==> config.mk <==
export PLATFORM = sky130hd
export DESIGN_NAME = bbd_ram
export DESIGN_NICKNAME = d
export VERILOG_FILES = /design/src/rtl/core/bbd_ram.sv
export SDC_FILE = /design/constraint.sdc
export NUM_CORES = 1
export LEC_CHECK = 0
export ABC_AREA = 0
export BUFFER_PORTS_ARGS = -buffer_cell sky130_fd_sc_hd__buf_2
export CORE_ASPECT_RATIO = 1.4
export CORE_MARGIN = 1
export CORE_UTILIZATION = 55
export DETAILED_ROUTE_END_ITERATION = 16
export GPL_TIMING_DRIVEN = 1
export HOLD_SLACK_MARGIN = 0.15
export PLACE_DENSITY = 0.79
export SLEW_MARGIN = 20
export SYNTH_ARGS = -nofsm -noshare
export SYNTH_HDL_FRONTEND = slang
export SYNTH_SLANG_ARGS = --single-unit
==> constraint.sdc <==
create_clock -name clock -period 2.2 [get_ports clock]
set_input_delay 0.11 -clock clock [delete_from_list [all_inputs] [get_ports clock]]
set_output_delay 0.11 -clock clock [all_outputs]
set_load 0.005 [all_outputs]
==> src/rtl/core/bbd_ram.sv <==
// Generic single-write, single-read synchronous RAM with registered read.
// No dependencies.
`default_nettype none
module bbd_ram #(
   parameter int WIDTH = 8,
   parameter int DEPTH = 16
) (
   input  wire logic                     clock,
   input  wire logic                     we,
   input  wire logic [$clog2(DEPTH)-1:0] waddr,
   input  wire logic [WIDTH-1:0]         wdata,
   input  wire logic [$clog2(DEPTH)-1:0] raddr,
   output logic      [WIDTH-1:0]         rdata
);
   logic [WIDTH-1:0] mem [DEPTH];

   always_ff @(posedge clock) begin
      if (we) begin
         mem[waddr] <= wdata;
      end
      rdata <= mem[raddr];
   end
endmodule
`default_nettype wire

==> results.tsv <==
stage	metric	value	unit
run_status	outcome	completed	
grt	initial antenna violation count	0	
synth	syn_area_per_cell	22.5	um2
power	Worst VDD drop	845	uV
detailed_routing	Pre-Repair DR Iteration Count	5	
floorplan	die area	9760	um2
finish	Layout Utilization	68.4	%
grt	largest net degree at the start of global routing	33	
critical_path	kind of end point of the critical path	register	
timing	fin crit share	64.2	%
critical_path	worst path required time	2470	ps
floorplan	io pins	26	
min_path	Hold Startpoint	waddr[0]	
power	Leakage	2.13	nW
critical_path	FF-to-FF setup slack	790	ps
synth	Post-Syn Nets	247	
min_path	HP Class	in -> reg	
power	power density over cell area	994	nW/um2
finish	share of layout cells above drive strength 1	28.8	%
cts	post-CTS setup buffers	0	
timing	setup_tns	0	ps
critical_path	Crit Path Max Fanout	1	
synth	sequential area share after synthesis	77.8	%
detailed_routing	routed wire length	10300	um
timing	Fin. Hold Viols	0	
timing	max-slew violations	0	
timing	worst-margin pin slew	766	ps
critical_path	R2R depth	3	
timing	slew margin rel.	48.7	%
timing	clock period minus worst slack	1410	ps
finish	Design Area, Final	6180	um2
cts	CTS tree	built	
detailed_routing	DRT iter0 DRCs	236	
synth	Cell variety after synth	19	
grt	GRT Total Usage	22.9	%
finish	ANT cells	0	
timing	fmax	0.708	GHz
floorplan	Die H	116	um
cts	Skew-Pair Late Insertion Delay	410	ps
cts	H-tree levels	4	
grt	first-pass GRT wire length	15300	um
placement	IO Port Bufs	25	
detailed_routing	DR vias	2569	
finish	Layout area overhead	20.0	%
cts	clk slew on worst S/H paths	50	ps
cts	CTS buffer count	17	
power	Pwr Total	6.14	mW
finish	NumNets Final	307	
cts	Clock Path Buffers	2	
timing	setup violators final	0	
cts	Num Clock Sinks	136	
floorplan	Core Region	9030	um2
timing	RSZ-0062 raised after global routing	no	
synth	Synth Warn #	0	
synth	Cells after Synth	229	
synth	netlist area before placement	5150	um2
placement	GPL Wtd Cong	0.794	
timing	clock skew after layout	7.12	ps
grt	vias in the first global route	2546	
floorplan	initial core utilization	57.0	%
critical_path	WP data arrival	1690	ps
min_path	hold endpoint	mem[0][2]$_DFFE_PP_	
placement	Setup WS pre-CTS	496	ps
critical_path	Critical Path Start Type	register	
detailed_routing	Vias/cell	6.28	
detailed_routing	DRC viols	0	
cts	clk root buf	clkbuf_16	
critical_path	critical path class	reg -> reg	
timing	Final Worst Setup Slack	787	ps
critical_path	RR Endpoint	rdata[0]$_DFF_P_	
min_path	Hold Crit Depth	3	
critical_path	reg2reg start	mem[0][0]$_DFFE_PP_	
finish	Fillers	556	
floorplan	FP Rows	41	
placement	Post-DP HPWL	6180	um
grt	grt ovf	0	
synth	Synth Register Bits	136	
placement	dpl cell area	5480	um2
detailed_routing	routed len/inst	25.1	um
detailed_routing	antenna viol nets, final	0	
floorplan	Die X	83.8	um
flow_run	max_cap viols	0	
==> per-layer routing <==
| metal | vias to the layer above | track usage [%] | routed length, um |
|---|---|---|---|
| met1 | 1331 | 29.3 | 4100 |
| met3 | 15 | 5.58 | 592 |
| met4 | 0 | 10.8 | 229 |
| li1 | 1098 | - | - |
| met2 | 125 | 37.7 | 5340 |
| met5 | - | 0 | 0 |
==> area by class of cell <==
| class | instances | area [um2] | area share (%) |
|---|---|---|---|
| sequential | 136 | 4000 | 64.8 |
| multi-input combinational | 83 | 1060 | 17.1 |
| clock buffer | 20 | 437 | 7.07 |
| timing repair buffer | 51 | 365 | 5.91 |
| clock inverter | 12 | 180 | 2.92 |
| tap | 107 | 134 | 2.17 |
==> worst max-delay path: stages (launching register included) <==
cell      delay, ps
edfxtp_1        380
mux4_1          530
a22oi_1         270
nand2_1         110
==> how the worst max path moves through the flow <==
stage	start	end	slack, ps	cells past startpoint
floorplan	waddr[2]	mem[0][0]$_DFFE_PP_	600	2
global placement	waddr[2]	mem[2][7]$_DFFE_PP_	610	3
detailed placement	waddr[2]	mem[2][6]$_DFFE_PP_	500	3
CTS	mem[8][5]$_DFFE_PP_	rdata[5]$_DFF_P_	780	3
global route	mem[0][0]$_DFFE_PP_	rdata[0]$_DFF_P_	760	3
finish	mem[0][0]$_DFFE_PP_	rdata[0]$_DFF_P_	790	3
==> cells in the mapped netlist <==
cell type,n,share of area (%)
nand2b_1,2,0.24
buf_2,3,0.29
nor3_1,4,0.39
a22oi_1,16,2.3
clkdlybuf4s25_2,3,0.58
nor2b_1,1,0.12
nor2_1,13,0.95
and2_1,1,0.12
or3b_2,1,0.17
edfxtp_1,128,75
buf_4,1,0.15
buf_6,3,0.66
and2b_1,1,0.15
nand3b_1,2,0.29
nand3_1,1,0.097
mux4_2,18,7.9
nand2_1,9,0.66
mux4_1,14,7.1
dfxtp_1,8,3.1
==> cell usage in the layout, fill, tap and decap left out, types with 2 or more instances in the layout <==
master         instances
clkbuf_1               3
dlygate4sd3_1          8
buf_2                 25
mux4_1                14
nand2_1                9
dfxtp_1                8
mux4_2                18
nand3b_1               2
clkinv_1               4
buf_12                 2
nand2b_1               2
buf_4                 16
edfxtp_1             128
bufinv_16              5
clkinv_2               3
nor2_1                13
a22oi_1               16
nor3_1                 4
clkbuf_16             17
==> what timing repair did <==
item,CTS,global route
hold endpoints to repair,128,0
setup endpoints to repair,0,0
resized for setup,0,0
hold buffers,8,0
==> flip-flops by register name, summed over array words and instances, names as in the netlist <==
name and flops:
rdata 8, mem 128
==> metrics by stage <==
step | hold WS [ps] | instances
final | 270 | 409
after detailed placement | 484 | 369
after floorplan | 209 | 229
after CTS | 257 | 409
after global routing | 277 | 409
after global placement | 491 | 369
==> kinds of logic after synthesis <==
| family | count (synthesis) | synth area share (%) |
|---|---|---|
| simple gates | 35 | 3.18 |
| compound gates | 16 | 2.33 |
| flops | 136 | 77.8 |
| buf+inv | 10 | 1.68 |
| mux | 32 | 15.0 |
==> power by group <==
part           total (mW)  internal, mW  switching (mW)
logic               0.279         0.124           0.155
clock network        2.94          1.99           0.958
registers            2.92          2.90          0.0198
total                6.14          5.01            1.13
Power figures use the tool's default switching activity.
