## src/rtl/core/bbd_pkg.sv

```systemverilog
// Shared types and constants for the bucket-brigade delay tracker.
// No dependencies.
`default_nettype none
package bbd_pkg;
   localparam int BUCKET_LENGTH = 1024;
   localparam int IDX_W = $clog2(BUCKET_LENGTH);
   localparam int PERIOD_W = 23;
   localparam int TOTAL_W = 33;
   localparam int FRAC_W = 24;
   localparam int CLK_W = 6;
   localparam int LFO_W = 16;
   localparam int KNOB_W = 17;
   localparam int RATE_W = 18;
   localparam int CSR_W = 18;
   localparam int CSR_ADDR_W = 2;
   localparam int DIV_W = 62;
   localparam int NC_W = 47;
   localparam int PFS_W = PERIOD_W + RATE_W;
   localparam int Q_W = 43;
   localparam int ACC_W = Q_W + 1;
   localparam int X_W = 36;
   localparam int RECIP_SPLIT = 18;
   localparam int PROD_W = X_W + RECIP_SPLIT;
   localparam int SUM_W = PROD_W + RECIP_SPLIT;
   localparam int RECIP_SHIFT = 48;

   localparam logic [CSR_ADDR_W-1:0] CSR_MANUAL = 2'd0;
   localparam logic [CSR_ADDR_W-1:0] CSR_DEPTH  = 2'd1;
   localparam logic [CSR_ADDR_W-1:0] CSR_RATE   = 2'd2;

   localparam logic [KNOB_W-1:0] MANUAL_RESET = 17'd32768;
   localparam logic [KNOB_W-1:0] DEPTH_RESET  = 17'd32768;
   localparam logic [RATE_W-1:0] RATE_RESET   = 18'd48000;
   localparam logic [KNOB_W-1:0] KNOB_ONE     = 17'd65536;

   localparam logic signed [31:0] A_BASE   = 32'sd552468480;
   localparam logic signed [31:0] LFO_GAIN = 32'sd5000;
   localparam logic [14:0] M_GAIN = 15'd29445;
   localparam logic [NC_W-1:0] N_MAX = NC_W'(64'd29445 << 32);
   localparam logic [DIV_W-1:0] DEN_HALF = DIV_W'(64'd5889 << 23);
   localparam logic [DIV_W-1:0] RATE_NUM = DIV_W'(64'd4294967296000000000);
   // ceil(2^48 / 5889), split into two 18-bit halves
   localparam logic [RECIP_SPLIT-1:0] RECIP_HI = 18'd182330;
   localparam logic [RECIP_SPLIT-1:0] RECIP_LO = 18'd20210;
   localparam logic [PERIOD_W-1:0] PERIOD_MIN = 23'd512000;
   localparam logic [PERIOD_W-1:0] PERIOD_MAX = 23'd6400000;
   localparam logic [CLK_W-1:0] MAX_CLOCKS = 6'd63;

   typedef enum logic [3:0] {
      S_IDLE, S_LFO, S_MUL, S_SUM, S_SCALE, S_PLO, S_PHI, S_PSUM, S_PFS,
      S_QSTART, S_QWAIT, S_ACC, S_FILL, S_RD, S_WR, S_DONE
   } state_type;
endpackage
`default_nettype wire

```

## src/rtl/core/bbd_div.sv

```systemverilog
// Restoring divider, one quotient bit per cycle.
// Depends on bbd_pkg.
`default_nettype none
module bbd_div import bbd_pkg::*; (
   input  wire logic             clock,
   input  wire logic             reset,
   input  wire logic             start,
   input  wire logic [DIV_W-1:0] dividend,
   input  wire logic [DIV_W-1:0] divisor,
   output logic                  done,
   output logic      [DIV_W-1:0] quotient
);
   localparam int CNT_W = $clog2(DIV_W);

   logic [DIV_W-1:0] rem_ff, rem_in, quo_ff, quo_in, dvs_ff, dvs_in;
   logic [CNT_W-1:0] cnt_ff, cnt_in;
   logic             busy_ff, busy_in, done_ff, done_in;
   logic [DIV_W:0]   trial;

   always_comb begin
      rem_in  = rem_ff;
      quo_in  = quo_ff;
      dvs_in  = dvs_ff;
      cnt_in  = cnt_ff;
      busy_in = busy_ff;
      done_in = 1'b0;
      trial   = {rem_ff, quo_ff[DIV_W-1]};
      if (start) begin
         rem_in  = '0;
         quo_in  = dividend;
         dvs_in  = divisor;
         cnt_in  = CNT_W'(DIV_W - 1);
         busy_in = 1'b1;
      end else if (busy_ff) begin
         if (trial >= {1'b0, dvs_ff}) begin
            rem_in = DIV_W'(trial - {1'b0, dvs_ff});
            quo_in = {quo_ff[DIV_W-2:0], 1'b1};
         end else begin
            rem_in = trial[DIV_W-1:0];
            quo_in = {quo_ff[DIV_W-2:0], 1'b0};
         end
         cnt_in = cnt_ff - 1'b1;
         if (cnt_ff == '0) begin
            busy_in = 1'b0;
            done_in = 1'b1;
         end
      end
   end

   always_ff @(posedge clock) begin
      if (reset) begin
         busy_ff <= 1'b0;
         done_ff <= 1'b0;
      end else begin
         busy_ff <= busy_in;
         done_ff <= done_in;
      end
      rem_ff <= rem_in;
      quo_ff <= quo_in;
      dvs_ff <= dvs_in;
      cnt_ff <= cnt_in;
   end

   assign done     = done_ff;
   assign quotient = quo_ff;
endmodule
`default_nettype wire

```

## config.mk

```make
export PLATFORM = sky130hd
export DESIGN_NAME = bbd_div
export DESIGN_NICKNAME = d
export VERILOG_FILES = /design/src/rtl/core/bbd_pkg.sv /design/src/rtl/core/bbd_div.sv
export SDC_FILE = /design/constraint.sdc
export NUM_CORES = 1
export LEC_CHECK = 0
export BUFFER_PORTS_ARGS = -buffer_cell sky130_fd_sc_hd__buf_2
export CAP_MARGIN = 10
export CORE_ASPECT_RATIO = 1.4
export CORE_UTILIZATION = 30
export DETAILED_ROUTE_END_ITERATION = 7
export PLACE_DENSITY = 0.47
export SYNTH_ARGS = -nofsm -noshare
export SYNTH_HDL_FRONTEND = slang
export SYNTH_SLANG_ARGS = --single-unit
```

## constraint.sdc

```tcl
create_clock -name clock -period 3.5 [get_ports clock]
set_input_delay 0.525 -clock clock [delete_from_list [all_inputs] [get_ports clock]]
set_output_delay 0.525 -clock clock [all_outputs]
set_load 0.1 [all_outputs]
```

==> results.ini <==
[sta]
report.final.slew_viol_count=0
final-hold-violation-count=0
finalSetupTns_ps=0
fmax_ghz=0.3045
tightest_slew_ps=699.7
fin_skew_ps=18.91
setup_slack_ps=216.0
min_period_ps=3284
relSlewSlack_pct=53.00
rsz0062_at_grt=false
finalCritPeriodShare_pct=93.83
finalSetupViolCount=0

[place]
dp_hpwl_mm=26.11
pre_cts_ws_ps=208.7
placed_cells=1921
place_congestion=0.9006
port_buffers=189

[worst_setup_path]
crit_fanout=44
reg2reg_depth=12
path_buf_inv=2
crit_family=compound AO/OA/AOI/OAI gates
timing.rr.end=rem_ff[52]
critPathMaxStageDelay_ps=420
worstPathArrival_ps=3670
timing.critical_path.to=rem_ff[52]
endpoint_kind=flop
crit_type=flop to flop
required_ps=3890
crit_path_cell_trace=inv_1 -> ha_1 -> a21oi_1 -> o21ai_1 -> a31oi_1 -> o311a_1 -> nand2b_1 -> a31oi_4 -> nor2_4 -> buf_12 -> or3_1 -> a311oi_2
cp_slowest_cell=or3_1
cp.depth=12
critPathLaunch=dvs_ff[28]
start_kind=flop
reg2reg_slack_ps=220
r2r-start=dvs_ff[28]

[final_layout]
final_cell_mix=buf_2 (188), nand2_1 (158), edfxtp_1 (124)
syn_to_final_growth_pct=17.48
layout_commonest_cell=buf_2
final_util_pct=35.68
drive_above_1_share_pct=23.91
final_nets=1606
final_cells=1955

[synthesis]
synthFlopType=edfxtp_1
synth_area_per_cell_um2=9.578
yosys_warnings=0
synth_edf_count=124
synth_top_area_cell=edfxtp_1
async_flop_share_pct=0
yosys-top-cells-area=edfxtp_1 (31%), dfxtp_1 (12%), ha_1 (6.8%)
syn_nets=1442
netlist_area_mm2=0.01196
synthDistinctLibCells=79
ys_ff_latch=194
synth.yosys.seq_area_share_pct=42.84
netlist_instances=1249
synth.top_cell.area_share_pct=31.13

[global_routing]
grt_max_degree=106
grt_remaining_overflow=0
antenna_found_initial=0
track_usage_pct=17.46
grt_pass1_wl_mm=54.14
grt_pass1_vias=10168

[route]
wl_per_cell_um=17.74
vias=9871
routed_wl_mm=34.68
drc=0
first_pass_iters=4
viasPerCell=5.049
drtIter0Drc=431
drtAntennaViolNets=0

[floorplanning]
io_pins=190
start_util_pct=30.38
die_w_um=170.8
die_area_mm2=0.04069
core_region_area_mm2=0.03938
die_h_um=238.3
num_rows=86

[power_and_ir_drop]
ir_drop_mv=0.3422
p_leak_uw=0.005772
p_per_area_mw_per_mm2=492.1

[run]
max_cap_viol_count=0

[worst_hold_path]
holdPathStages=1
hold_class=input port to flop

[clock_tree]
cts_buffer_depth=2
cts.sinks=194
clk_pin_slew_worst_paths_ps=80
cts_max_level=4
clkLatencyLatePin_ps=480
numCtsBuffers=17
cts_tree=built
root_buffer=clkbuf_16

[outcome]
status=completed

## registers in the layout, summed over array words and instances, names as in the netlist
register and count:
quotient 62, busy_ff 1, rem_ff 62, dvs_ff 62, cnt_ff 6, done 1
## logic make-up (layout without fill, tap and decap cells)
family | Yosys count | after routing | synth area share [%]
buffers and inverters | 161 | 338 | 5.878
xor gates and xnor gates | 49 | 49 | 3.587
adders and majority gates | 66 | 66 | 6.966
muxes | 69 | 69 | 6.443
DFF | 194 | 194 | 42.84
other | 0 | 1 | 0
and+or+nand+nor | 374 | 374 | 14.48
AOI/OAI and AO/OA | 336 | 336 | 19.81
## metal layers
layer | wire length [um] | GRT usage, %
met1 | 13710 | 18.57
met2 | 18610 | 32.86
met3 | 1419 | 3.831
met4 | 936 | 6.852
met5 | 0 | 0
## where the power goes
| group | internal (uW) | leakage (uW) | switching, uW |
|---|---|---|---|
| sequential | 2660 | 0.00181 | 119 |
| combinational | 669 | 0.00370 | 1490 |
| clock | 1000 | 0.000270 | 975 |
## synth_stat cells (5+ instances only)
| cell type | count |
|---|---|
| o21ai_0 | 52 |
| buf_2 | 16 |
| a21o_1 | 27 |
| o211ai_1 | 11 |
| buf_4 | 7 |
| nand4_1 | 29 |
| and3_1 | 10 |
| o21bai_1 | 15 |
| a211oi_1 | 14 |
| xnor2_1 | 31 |
| nand2b_1 | 10 |
| nand2_1 | 158 |
| o21ai_1 | 8 |
| nor2_1 | 89 |
| nor3_1 | 14 |
| a21oi_1 | 92 |
| dfxtp_1 | 70 |
| nor4_1 | 5 |
| a311oi_1 | 45 |
| nand3_1 | 15 |
| mux2_2 | 64 |
| and4_1 | 6 |
| and2_1 | 6 |
| or3_1 | 8 |
| inv_1 | 88 |
| clkbuf_1 | 41 |
| a311oi_2 | 5 |
| a2bb2oi_1 | 5 |
| a31oi_1 | 8 |
| ha_1 | 65 |
| mux2i_1 | 5 |
| edfxtp_1 | 124 |
| buf_6 | 7 |
| o21a_1 | 9 |
| xor2_1 | 18 |
## worst min-delay path by stage
| stage | from | to | slack, ps |
|---|---|---|---|
| final | divisor[49] | dvs_ff[49] | 220 |
| after global routing | divisor[33] | dvs_ff[33] | 200 |
| after CTS | divisor[23] | dvs_ff[23] | 190 |
| after detailed placement | cnt_ff[0] | cnt_ff[0] | 470 |
| after global placement | cnt_ff[0] | cnt_ff[0] | 460 |
| after floorplan | cnt_ff[0] | cnt_ff[0] | 440 |
## through the flow
stage	cell area, um2	hold WS [ps]	total power [uW]
CTS	14040	192.9	7010
floorplan	11960	444.5	4463
finish	14050	222.1	6916
detailed placement	13480	466.1	4997
global placement	13480	457.5	5000
global route	14050	199.9	7255
## timing repair
item | CTS | global route
buffers inserted | 0 | 1
gates resized for setup | 0 | 1
hold buffers | 0 | 0
setup endpoints to repair | 0 | 3
## final cells by class
| class | instances | area (um2) |
|---|---|---|
| fill | 4127 | 25330 |
| timing repair buffer | 217 | 1231 |
| clock inverter | 12 | 125.1 |
| sequential | 194 | 5129 |
| clock buffer | 20 | 436.7 |
| tap | 528 | 660.6 |
| multi-input combinational | 894 | 6135 |
| inverter | 89 | 334.1 |
| antenna | 1 | 2.502 |
(Power assumes the default switching activity.)
